===== config.mk =====
export PLATFORM = sky130hd
export DESIGN_NAME = hio_mod_unit
export DESIGN_NICKNAME = d
export VERILOG_FILES = /design/src/rtl/hio_mod_unit.sv
export SDC_FILE = /design/constraint.sdc
export NUM_CORES = 1
export LEC_CHECK = 0
export BUFFER_PORTS_ARGS = -buffer_cell sky130_fd_sc_hd__buf_4
export CORE_UTILIZATION = 59
export CTS_CLUSTER_SIZE = 28
export DETAILED_ROUTE_END_ITERATION = 10
export PLACE_DENSITY = 0.89
export SLEW_MARGIN = 20
export SYNTH_ARGS = -nofsm -noshare
export SYNTH_HDL_FRONTEND = slang
export SYNTH_SLANG_ARGS = --single-unit

===== constraint.sdc =====
create_clock -name i_clk -period 4.5 [get_ports i_clk]
set_input_delay 0.225 -clock i_clk [delete_from_list [all_inputs] [get_ports i_clk]]
set_output_delay 0.225 -clock i_clk [all_outputs]
set_load 0.03 [all_outputs]

===== src/rtl/hio_mod_unit.sv =====
// iterative restoring remainder unit, one dividend bit per cycle
module hio_mod_unit #(
    parameter int DVD_W = 32,
    parameter int DIV_W = 9
) (
    input  logic             i_clk,
    input  logic             i_rst_n,
    input  logic             i_start,
    input  logic [DVD_W-1:0] i_dividend,
    input  logic [DIV_W-1:0] i_divisor,
    output logic             o_done,
    output logic [DIV_W-1:0] o_rem
);

    localparam int CNT_W = (DVD_W > 1) ? $clog2(DVD_W) : 1;

    logic             r_busy;
    logic             r_done;
    logic [CNT_W-1:0] r_cnt;
    logic [DVD_W-1:0] r_dvd;
    logic [DIV_W-1:0] r_div;
    logic [DIV_W-1:0] r_rem;
    logic [DIV_W:0]   n_trial;
    logic [DIV_W:0]   n_diff;
    logic [DIV_W-1:0] n_rem;

    always_comb begin
        n_trial = {r_rem, r_dvd[DVD_W-1]};
        n_diff  = n_trial - {1'b0, r_div};
        n_rem   = (n_trial >= {1'b0, r_div}) ? n_diff[DIV_W-1:0] : n_trial[DIV_W-1:0];
    end

    always_ff @(posedge i_clk) begin
        if (!i_rst_n) begin
            r_busy <= 1'b0;
            r_done <= 1'b0;
            r_cnt  <= '0;
        end else begin
            r_done <= 1'b0;
            if (i_start) begin
                r_busy <= 1'b1;
                r_cnt  <= CNT_W'(DVD_W - 1);
                r_dvd  <= i_dividend;
                r_div  <= i_divisor;
                r_rem  <= '0;
            end else if (r_busy) begin
                r_rem <= n_rem;
                r_dvd <= {r_dvd[DVD_W-2:0], 1'b0};
                r_cnt <= r_cnt - 1'b1;
                if (r_cnt == '0) begin
                    r_busy <= 1'b0;
                    r_done <= 1'b1;
                end
            end
        end
    end

    assign o_done = r_done;
    assign o_rem  = r_rem;

endmodule


==> results.py, run 1 <==
metrics = {
    "synth": {
        "synth-compound-area-share_pct": 12.0,
        "yosys.area_share.simple_pct": 7.37,
        "syn_nets": 275,
        "synth_top_family_by_area": "multiplexers",
        "synth.distinct_cells": 46,
        "synth_mux_area_share_pct": 12.4,
        "synth_seq_cells": 57,
        "synth-async-reset-ratio_pct": 0,
        "ys_seq_area_share_pct": 56.8,
        "synth-main-ff-cell": "edfxtp_1",
        "syn-instance-count": 219,
        "netlist_area_um2": 2890,
        "syn_avg_cell_area_um2": 13.2,
        "yosys_warnings": 0,
        "synth_edf_count": 50,
        "synth_fa_ha_area_share_pct": 5.46,
        "synthXorXnorAreaFrac_pct": 1.82,
    },
    "detailed_routing": {
        "first_pass_iters": 4,
        "drtIter0Drc": 169,
        "drc": 0,
        "vias_per_cell": 5.50,
        "final_antenna_net_count": 0,
        "wl_per_cell_um": 15.1,
        "vias": 1893,
        "routed_wl_mm": 5.19,
    },
    "setup_path": {
        "cp_data_arrival_time_ns": 2.34,
        "r2r_end": "o_rem[8]",
        "r2r_slack_ns": 2.23,
        "cp_max_fo": 3,
        "worstSetupStartpointType": "register",
        "crit_required_ns": 4.57,
        "rr_worst_depth": 8,
        "r2r_start": "r_dvd[31]",
        "worstSetupPathType": "register to register",
        "endpoint_kind": "register",
    },
    "pwr": {
        "pwr-share-comb_pct": 21.0,
        "p_switching_w": 0.000347,
        "p_leak_nw": 1.39,
        "switching_share_pct": 26.4,
        "peakVddDrop_mv": 0.233,
        "p_int_w": 0.000968,
        "pwr-share-clk_pct": 29.8,
        "p_per_area_nw_per_um2": 379,
        "sequentialPowerShare_pct": 49.2,
    },
    "global_route": {
        "grt_use_total_pct": 22.2,
        "antenna_found_initial": 0,
        "grt_pass1_wl_mm": 8.49,
        "first_global_vias": 1885,
        "grt_max_degree": 51,
        "gr-total-overflow": 0,
    },
    "hold_path": {
        "min_from": "i_divisor[8]",
        "hp-class": "input pin to register",
        "min_delay_path_depth": 1,
        "hold_end": "r_div[8]",
    },
    "place": {
        "gp_congestion": 0.872,
        "port_buffers": 53,
        "hpwl_mm": 3.56,
    },
    "die": {
        "io_pins": 54,
        "fp.dieH_um": 72.0,
        "fp-row-count": 25,
        "start_util_pct": 61.1,
        "die_area_um2": 5180,
        "die_w_um": 72.0,
        "core_area_um2": 4720,
    },
    "job": {
        "drv_cap": 0,
    },
    "finish": {
        "fin_util_pct": 73.5,
        "final_cell_mix": "buf_4 (53), edfxtp_1 (50), mux2_2 (31)",
        "drive_above_1_share_pct": 36.5,
        "final_nets": 328,
        "diodes": 0,
        "syn2layout_area_growth_pct": 20.2,
        "mostFrequentLayoutCell": "buf_4",
    },
    "timing": {
        "max_freq_mhz": 441,
        "worst_slew_pin_slew_ns": 0.988,
        "slew_viol_final": 0,
        "finalSetupTns_ns": 0,
        "min_period_over_period_pct": 50.4,
        "finalHoldViolCount": 0,
        "setup_violations": 0,
        "min_period_ns": 2.27,
        "clock_skew_ns": 0.00510,
        "rsz0062_at_grt": "no",
        "slew_headroom_pct": 34.1,
    },
    "clock_network": {
        "cts_setup_buffers": 0,
        "clock_sinks": 57,
        "insertion_delay_ns": 0.32,
        "numCtsBuffers": 9,
        "post_cts_resized": 0,
        "htree_num_levels": 3,
        "root_buffer": "clkbuf_8",
        "cts_tree": "yes",
        "max-clock-path-buffers": 2,
        "hold_buffers": 0,
        "clk_pin_slew_worst_paths_ns": 0.06,
    },
    "outcome": {
        "status": "completed",
    },
}
## synth_stat cells (2+ instances only)
cell type / instances / area share [%]
a211oi_2: 2 / 0.87
a21o_1: 6 / 1.6
a21oi_1: 12 / 2.1
a221oi_1: 2 / 0.61
a31oi_1: 2 / 0.43
and3_1: 2 / 0.43
buf_1: 3 / 0.39
buf_2: 2 / 0.35
buf_6: 2 / 0.78
clkbuf_1: 3 / 0.39
dfxtp_1: 7 / 4.9
edfxtp_1: 50 / 52
ha_1: 11 / 4.8
inv_1: 15 / 1.9
mux2_2: 31 / 12
nand2_1: 10 / 1.3
nand3_1: 5 / 0.87
nand3b_1: 2 / 0.52
nand4_1: 2 / 0.43
nor2_1: 8 / 1.0
nor2b_1: 3 / 0.65
nor4b_1: 2 / 0.61
o2111ai_1: 2 / 0.61
o21a_1: 6 / 1.6
o21ai_0: 3 / 0.52
o21ai_1: 2 / 0.35
xnor2_1: 3 / 0.91
xor2_1: 3 / 0.91
## state kept, by name (all words and copies together), names as in the netlist
register and count:
r_dvd 32, o_rem 9, r_div 9, r_cnt 5, o_done 1, r_busy 1
## layout make-up
cell class	count	area (um^2)
flip-flops and latches	57	1640
clock buffers	15	156
clock inverters	1	3.75
multi-input cells	136	1130
fillers	319	1250
repair buffers	53	398
inverters	15	56.3
well taps	67	83.8
## power by group through the flow
stage,Sequential [W],Clock (W),Combinational [W]
2_1_floorplan,0.000670,0,0.000184
3_3_place_gp,0.000656,0,0.000265
3_5_place_dp,0.000658,0,0.000274
4_1_cts,0.000647,0.000398,0.000277
5_1_grt,0.000651,0.000419,0.000304
6_report,0.000647,0.000392,0.000276
## worst max-delay path by stage
stage	startpoint	end	slack (ns)
after floorplan	o_rem[6]	o_rem[1]	2.24
after global placement	r_dvd[31]	o_rem[8]	2.28
after detailed placement	r_dvd[31]	o_rem[8]	2.24
after CTS	r_dvd[31]	o_rem[8]	2.22
after global routing	r_dvd[31]	o_rem[8]	2.11
final	r_dvd[31]	o_rem[8]	2.23
## per-stage QoR
stage	setup WS [ns]	area (um^2)	std cells	power, W	hold slack, ns
5_1_grt	2.11	3470	344	0.00137	0.0604
3_3_place_gp	2.28	3310	328	0.000921	0.404
4_1_cts	2.22	3470	344	0.00132	0.0669
2_1_floorplan	2.24	2890	219	0.000854	0.324
6_report	2.23	3470	344	0.00131	0.0805
3_5_place_dp	2.24	3310	328	0.000932	0.405
## critical path: stages (launching register included)
cell and delay [ns]:
edfxtp_1 0.38, inv_1 0.07, ha_1 0.16, inv_1 0.06, fa_1 0.41, a21o_1 0.21, a311oi_1 0.27, o21bai_1 0.12
o311a_1 0.34
## cell families (layout without fill, tap and decap cells)
group,count (synthesis),after routing
flip-flops,57,57
AO/OA/AOI/OAI,46,46
AND/OR/NAND/NOR,40,40
multiplexers,32,32
buffers and inverters,26,84
adder cells (fa/ha/maj),12,12
XOR/XNOR,6,6
## routing by layer
metal | track usage [%] | up-vias | wire, um
li1 | - | 928 | -
met1 | 27.5 | 886 | 2180
met2 | 36.1 | 75 | 2590
met3 | 7.08 | 4 | 385
met4 | 9.80 | 0 | 34
met5 | 0 | - | 0
Note: power is estimated with default switching activity, not from simulation.
==> run 2: changes to the inputs <==
Settings changed: CORE_UTILIZATION 59 to 50, PLACE_DENSITY 0.89 to 0.81.
Clock period 4.5 ns to 2 ns, I/O delays scaled along.
==> run 2 against run 1 <==
Effect of this change: highest routed layer unchanged; largest power group unchanged; first-iteration DRC count shrank 38%; flip-flop and latch count did not move; sequential power rose by 120%; sequential share of layout area down 5.4 points; die area is 17% higher; the run now ends with negative setup slack left; combinational power rose to 2.8 times the previous value; power grew to 2.7 times the previous value; critical endpoint is now o_rem[1]; cell count up 12%; via count increased by 9.5%; clock power rose to 3.3 times the previous value; register-to-register slack worse by 2.4 ns; fmax is 4.3% higher.
==> results.py, run 2 (synthesis gave the netlist of run 1 again) <==
metrics = {
    "setup_path": {
        "path_cells": "inv_1 > ha_2 > inv_2 > fa_2 > buf_4 > a21oi_2 > a21o_1 > a21o_4 > mux2i_1 > nor2_1",
        "crit_family": "adder cells",
        "path_buf_inv": 3,
        "slowest_delay_ns": 0.39,
        "cp_max_fo": 4,
        "cp_data_arrival_time_ns": 2.27,
        "slowest_stage": "edfxtp_1",
        "endpoint_kind": "register",
        "worstSetupStartpointType": "register",
        "worstSetupPathType": "register to register",
        "crit_required_ns": 2.09,
    },
    "pwr": {
        "peakVddDrop_mv": 0.572,
        "p_int_w": 0.00263,
        "p_switching_w": 0.000901,
        "p_leak_nw": 1.61,
        "pwr-share-comb_pct": 22.0,
        "power_w": 0.00353,
        "pwr-share-clk_pct": 37.0,
        "p_per_area_nw_per_um2": 901,
        "sequentialPowerShare_pct": 41.0,
        "switching_share_pct": 25.5,
    },
    "detailed_routing": {
        "drc": 0,
        "wl_per_cell_um": 14.9,
        "final_antenna_net_count": 0,
        "vias": 2073,
        "drtIter0Drc": 104,
        "first_pass_iters": 4,
        "vias_per_cell": 5.38,
        "routed_wl_mm": 5.72,
    },
    "global_route": {
        "gr-total-overflow": 0,
        "grt_pass1_wl_mm": 9.56,
        "grt_max_degree": 38,
        "antenna_found_initial": 0,
        "first_global_vias": 2082,
        "grt_use_total_pct": 20.7,
    },
    "clock_network": {
        "cts_tree": "yes",
        "numCtsBuffers": 9,
        "clock_sinks": 57,
        "root_buffer": "clkbuf_8",
        "max-clock-path-buffers": 2,
        "clk_pin_slew_worst_paths_ns": 0.07,
        "insertion_delay_ns": 0.33,
        "htree_num_levels": 3,
    },
    "place": {
        "gp_congestion": 0.890,
        "place_area_um2": 3510,
        "dp_cells": 353,
        "port_buffers": 53,
        "hpwl_mm": 3.82,
    },
    "timing": {
        "worst_slew_pin_slew_ns": 0.439,
        "slew_viol_final": 0,
        "worst_slack_ns": -0.176,
        "clock_skew_ns": 0.00746,
        "finalHoldViolCount": 0,
        "min_period_over_period_pct": 109,
        "finalSetupTns_ns": -1.11,
        "max_freq_mhz": 460,
        "min_period_ns": 2.18,
        "rsz0062_at_grt": "yes",
        "slew_headroom_pct": 70.7,
        "setup_violations": 9,
    },
    "finish": {
        "syn2layout_area_growth_pct": 35.8,
        "finalNonFillerCells": 385,
        "largest_reg_flops": 32,
        "final_cell_mix": "buf_4 (77), edfxtp_1 (50), mux2_2 (31)",
        "drive_above_1_share_pct": 45.7,
        "mostFrequentLayoutCell": "buf_4",
        "fill_cells": 416,
        "postLayoutCellArea_um2": 3920,
        "largest_register": "r_dvd",
        "final_nets": 364,
        "diodes": 0,
    },
    "die": {
        "fp.dieH_um": 78.0,
        "io_pins": 54,
        "core_area_um2": 5540,
        "die_w_um": 78.0,
        "start_util_pct": 52.1,
        "die_area_um2": 6080,
        "fp-row-count": 27,
    },
    "job": {
        "drv_cap": 0,
    },
    "outcome": {
        "status": "finished with violations",
        "violations": "negative setup slack",
    },
    "hold_path": {
        "hp-class": "input pin to register",
    },
}
-- run 2: layout make-up --
| class | count | area (um^2) | area share (%) |
|---|---|---|---|
| repair buffers | 89 | 719 | 18.3 |
| multi-input cells | 136 | 1170 | 29.9 |
| well taps | 72 | 90.1 | 2.30 |
| inverters | 15 | 56.3 | 1.44 |
| clock buffers | 9 | 124 | 3.16 |
| flip-flops and latches | 57 | 1640 | 41.9 |
| clock inverters | 7 | 119 | 3.03 |
-- run 2: power by group through the flow --
| stage | clock (W) | sequential (W) | combinational (W) |
|---|---|---|---|
| floorplan | 0 | 0.00151 | 0.000424 |
| global placement | 0 | 0.00147 | 0.000689 |
| detailed placement | 0 | 0.00147 | 0.000709 |
| CTS | 0.00133 | 0.00145 | 0.000755 |
| global route | 0.00138 | 0.00146 | 0.000844 |
| finish | 0.00131 | 0.00145 | 0.000779 |
-- run 2: path summary, 6_finish.rpt --
kind          endpoint      start  cells past startpoint  slack (ns)
max           o_rem[1]  r_dvd[31]                     10       -0.18
max reg2reg   o_rem[1]  r_dvd[31]                     10       -0.18
min           r_cnt[1]    i_rst_n                      2        0.04
min reg2reg  r_dvd[28]  r_dvd[27]                      1        0.55
-- run 2: timing repair --
action,CTS,global route
setup buffers,5,2
endpoints found under the setup margin,9,9
pin swaps,8,1
hold buffers,9,0
endpoints found under the hold margin,9,0
resized for setup,2,3
-- run 2: through the flow --
| stage | util [%] | hold WS, ns | setup WS, ns |
|---|---|---|---|
| CTS | 70.3 | 0.0340 | -0.146 |
| detailed placement | 63.4 | 0.280 | -0.168 |
| global placement | 63.4 | 0.280 | -0.114 |
| finish | 70.8 | 0.0448 | -0.176 |
| global route | 70.8 | 0.0444 | -0.239 |
| floorplan | - | 0.199 | -0.150 |
-- run 2: routing by layer --
| metal | share of wire [%] | vias up | track usage [%] |
|---|---|---|---|
| met1 | 43 | 999 | 25.3 |
| met3 | 4.9 | 9 | 4.71 |
| met4 | 1.4 | 0 | 9.26 |
| li1 | - | 999 | - |
| met2 | 51 | 66 | 35.0 |
| met5 | 0 | - | 0 |
==> run 3: changes to the inputs <==
Settings changed: CORE_UTILIZATION 50 to 45, PLACE_DENSITY 0.81 to 0.74.
==> run 3 against run 2 <==
Effect of this change: the flow still finishes with violations (negative setup slack); critical path depth down 1; sequential power is essentially flat; clock power shrank 11%; core utilization fell by 6.4 points; largest cell class unchanged.
==> results.py, run 3 (synthesis gave the netlist of run 1 again) <==
metrics = {
    "hold_path": {
        "hold_end": "r_cnt[2]",
        "min_from": "i_rst_n",
        "hp-class": "input pin to register",
        "min_delay_path_depth": 2,
    },
    "die": {
        "die_w_um": 82.1,
        "start_util_pct": 47.6,
        "core_area_um2": 6060,
        "fp.dieH_um": 82.1,
        "die_area_um2": 6740,
        "io_pins": 54,
        "fp-row-count": 28,
    },
    "job": {
        "drv_cap": 0,
    },
    "clock_network": {
        "clock_sinks": 57,
        "root_buffer": "clkbuf_8",
        "htree_num_levels": 3,
        "numCtsBuffers": 9,
        "insertion_delay_ns": 0.34,
        "cts_tree": "yes",
        "max-clock-path-buffers": 2,
        "clk_pin_slew_worst_paths_ns": 0.07,
    },
    "timing": {
        "finalHoldViolCount": 0,
        "worst_slew_pin_slew_ns": 0.462,
        "min_period_over_period_pct": 108,
        "worst_slack_ns": -0.166,
        "min_period_ns": 2.17,
        "clock_skew_ns": 0.0111,
        "setup_violations": 9,
        "rsz0062_at_grt": "yes",
        "slew_viol_final": 0,
        "slew_headroom_pct": 69.2,
        "max_freq_mhz": 462,
    },
    "detailed_routing": {
        "routed_wl_mm": 5.79,
        "final_antenna_net_count": 0,
        "drc": 0,
        "wl_per_cell_um": 15.0,
        "vias": 2007,
        "first_pass_iters": 4,
        "drtIter0Drc": 126,
        "vias_per_cell": 5.20,
    },
    "finish": {
        "largest_register": "r_dvd",
        "seqCellArea_um2": 1640,
        "diodes": 0,
        "mostFrequentLayoutCell": "buf_4",
        "largest_reg_flops": 32,
        "fill_cells": 475,
        "fin_util_pct": 64.3,
        "final_nets": 362,
        "drive_above_1_share_pct": 47.6,
        "syn2layout_area_growth_pct": 35.1,
        "multi_input_area_um2": 1210,
        "final_cell_mix": "buf_4 (76), edfxtp_1 (50), mux2_2 (31)",
    },
    "setup_path": {
        "cp_data_arrival_time_ns": 2.26,
        "worstSetupStartpointType": "register",
        "crit_required_ns": 2.09,
        "cp_max_fo": 5,
        "r2r_slack_ns": -0.17,
        "rr_worst_depth": 9,
        "r2r_end": "o_rem[1]",
        "r2r_start": "r_dvd[31]",
        "worstSetupPathType": "register to register",
        "endpoint_kind": "register",
    },
    "pwr": {
        "peakVddDrop_mv": 0.598,
        "p_leak_nw": 1.59,
        "p_per_area_nw_per_um2": 873,
    },
    "place": {
        "dp_slack_ns": -0.146,
        "hpwl_mm": 3.96,
        "port_buffers": 53,
        "gp_congestion": 0.849,
    },
    "global_route": {
        "gr-total-overflow": 0,
        "antenna_found_initial": 0,
        "first_global_vias": 2042,
        "grt_max_degree": 23,
        "grt_pass1_wl_mm": 9.32,
        "grt_use_total_pct": 19.4,
    },
    "outcome": {
        "violations": "negative setup slack",
        "status": "finished with violations",
    },
}
==> run 3: cell types whose count changed in the layout (fill, tap and decap cells not counted), sizes merged <==
cell / change
buf: -2
clkinv: +2
clkinvlp: -2
bufinv: -1
clkbuf: +1
==> run 3: worst max-delay path by stage <==
stage	slack, ns	to	start	cells after the start
6_report	-0.17	o_rem[1]	r_dvd[31]	9
5_1_grt	-0.23	o_rem[1]	r_dvd[31]	9
4_1_cts	-0.16	o_rem[8]	r_dvd[31]	8
3_5_place_dp	-0.15	o_rem[8]	r_dvd[31]	8
3_3_place_gp	-0.11	o_rem[8]	r_dvd[31]	8
2_1_floorplan	-0.15	o_rem[1]	o_rem[4]	7
==> run 3: power by group <==
group | internal, W | leakage, nW | switching, W | total (W)
registers | 0.00141 | 0.535 | 0.0000403 | 0.00145
logic | 0.000400 | 0.951 | 0.000398 | 0.000797
clock network | 0.000695 | 0.108 | 0.000461 | 0.00116
==> run 3: metal layers <==
metal | part of all wire, % | GRT usage (%)
met1 | 44 | 23.2
met3 | 6.7 | 7.14
met2 | 48 | 31.6
met4 | 1.2 | 7.54
met5 | 0 | 0
==> run 3: final cells by class <==
cell class                 count  share of cell area (%)
clock buffer                  10                    3.27
clock inverter                 6                    2.12
inverter                      15                    1.44
multi-input combinational    136                    31.2
sequential                    57                    42.1
tap                           75                    2.41
timing repair buffer          87                    17.5
==> run 3: critical path: stages, from the launching register on <==
cell and delay [ns]:
edfxtp_1 0.39, inv_1 0.08, ha_2 0.19, inv_2 0.04, fa_2 0.38, a21oi_2 0.18, a21o_1 0.22, a21o_4 0.19
mux2i_1 0.18, nor2_1 0.06
==> run 3: what timing repair did <==
item / CTS / global route
gates resized for setup: 2 / 16
pin swaps: 4 / 11
hold endpoints to repair: 9 / 0
buffers inserted: 0 / 2
hold buffers: 9 / 0
endpoints found under the setup margin: 9 / 9
==> run 3: stage by stage <==
step	setup TNS [ns]	std cells	hold slack [ns]	cell area [um^2]	power, W
after floorplan	-0.635	219	0.199	2910	0.00193
after global placement	-0.349	359	0.279	3520	0.00217
after CTS	-0.891	384	0.0290	3820	0.00337
after detailed placement	-0.765	359	0.280	3520	0.00219
after global routing	-1.51	386	0.0449	3900	0.00356
final	-0.796	386	0.0480	3900	0.00340
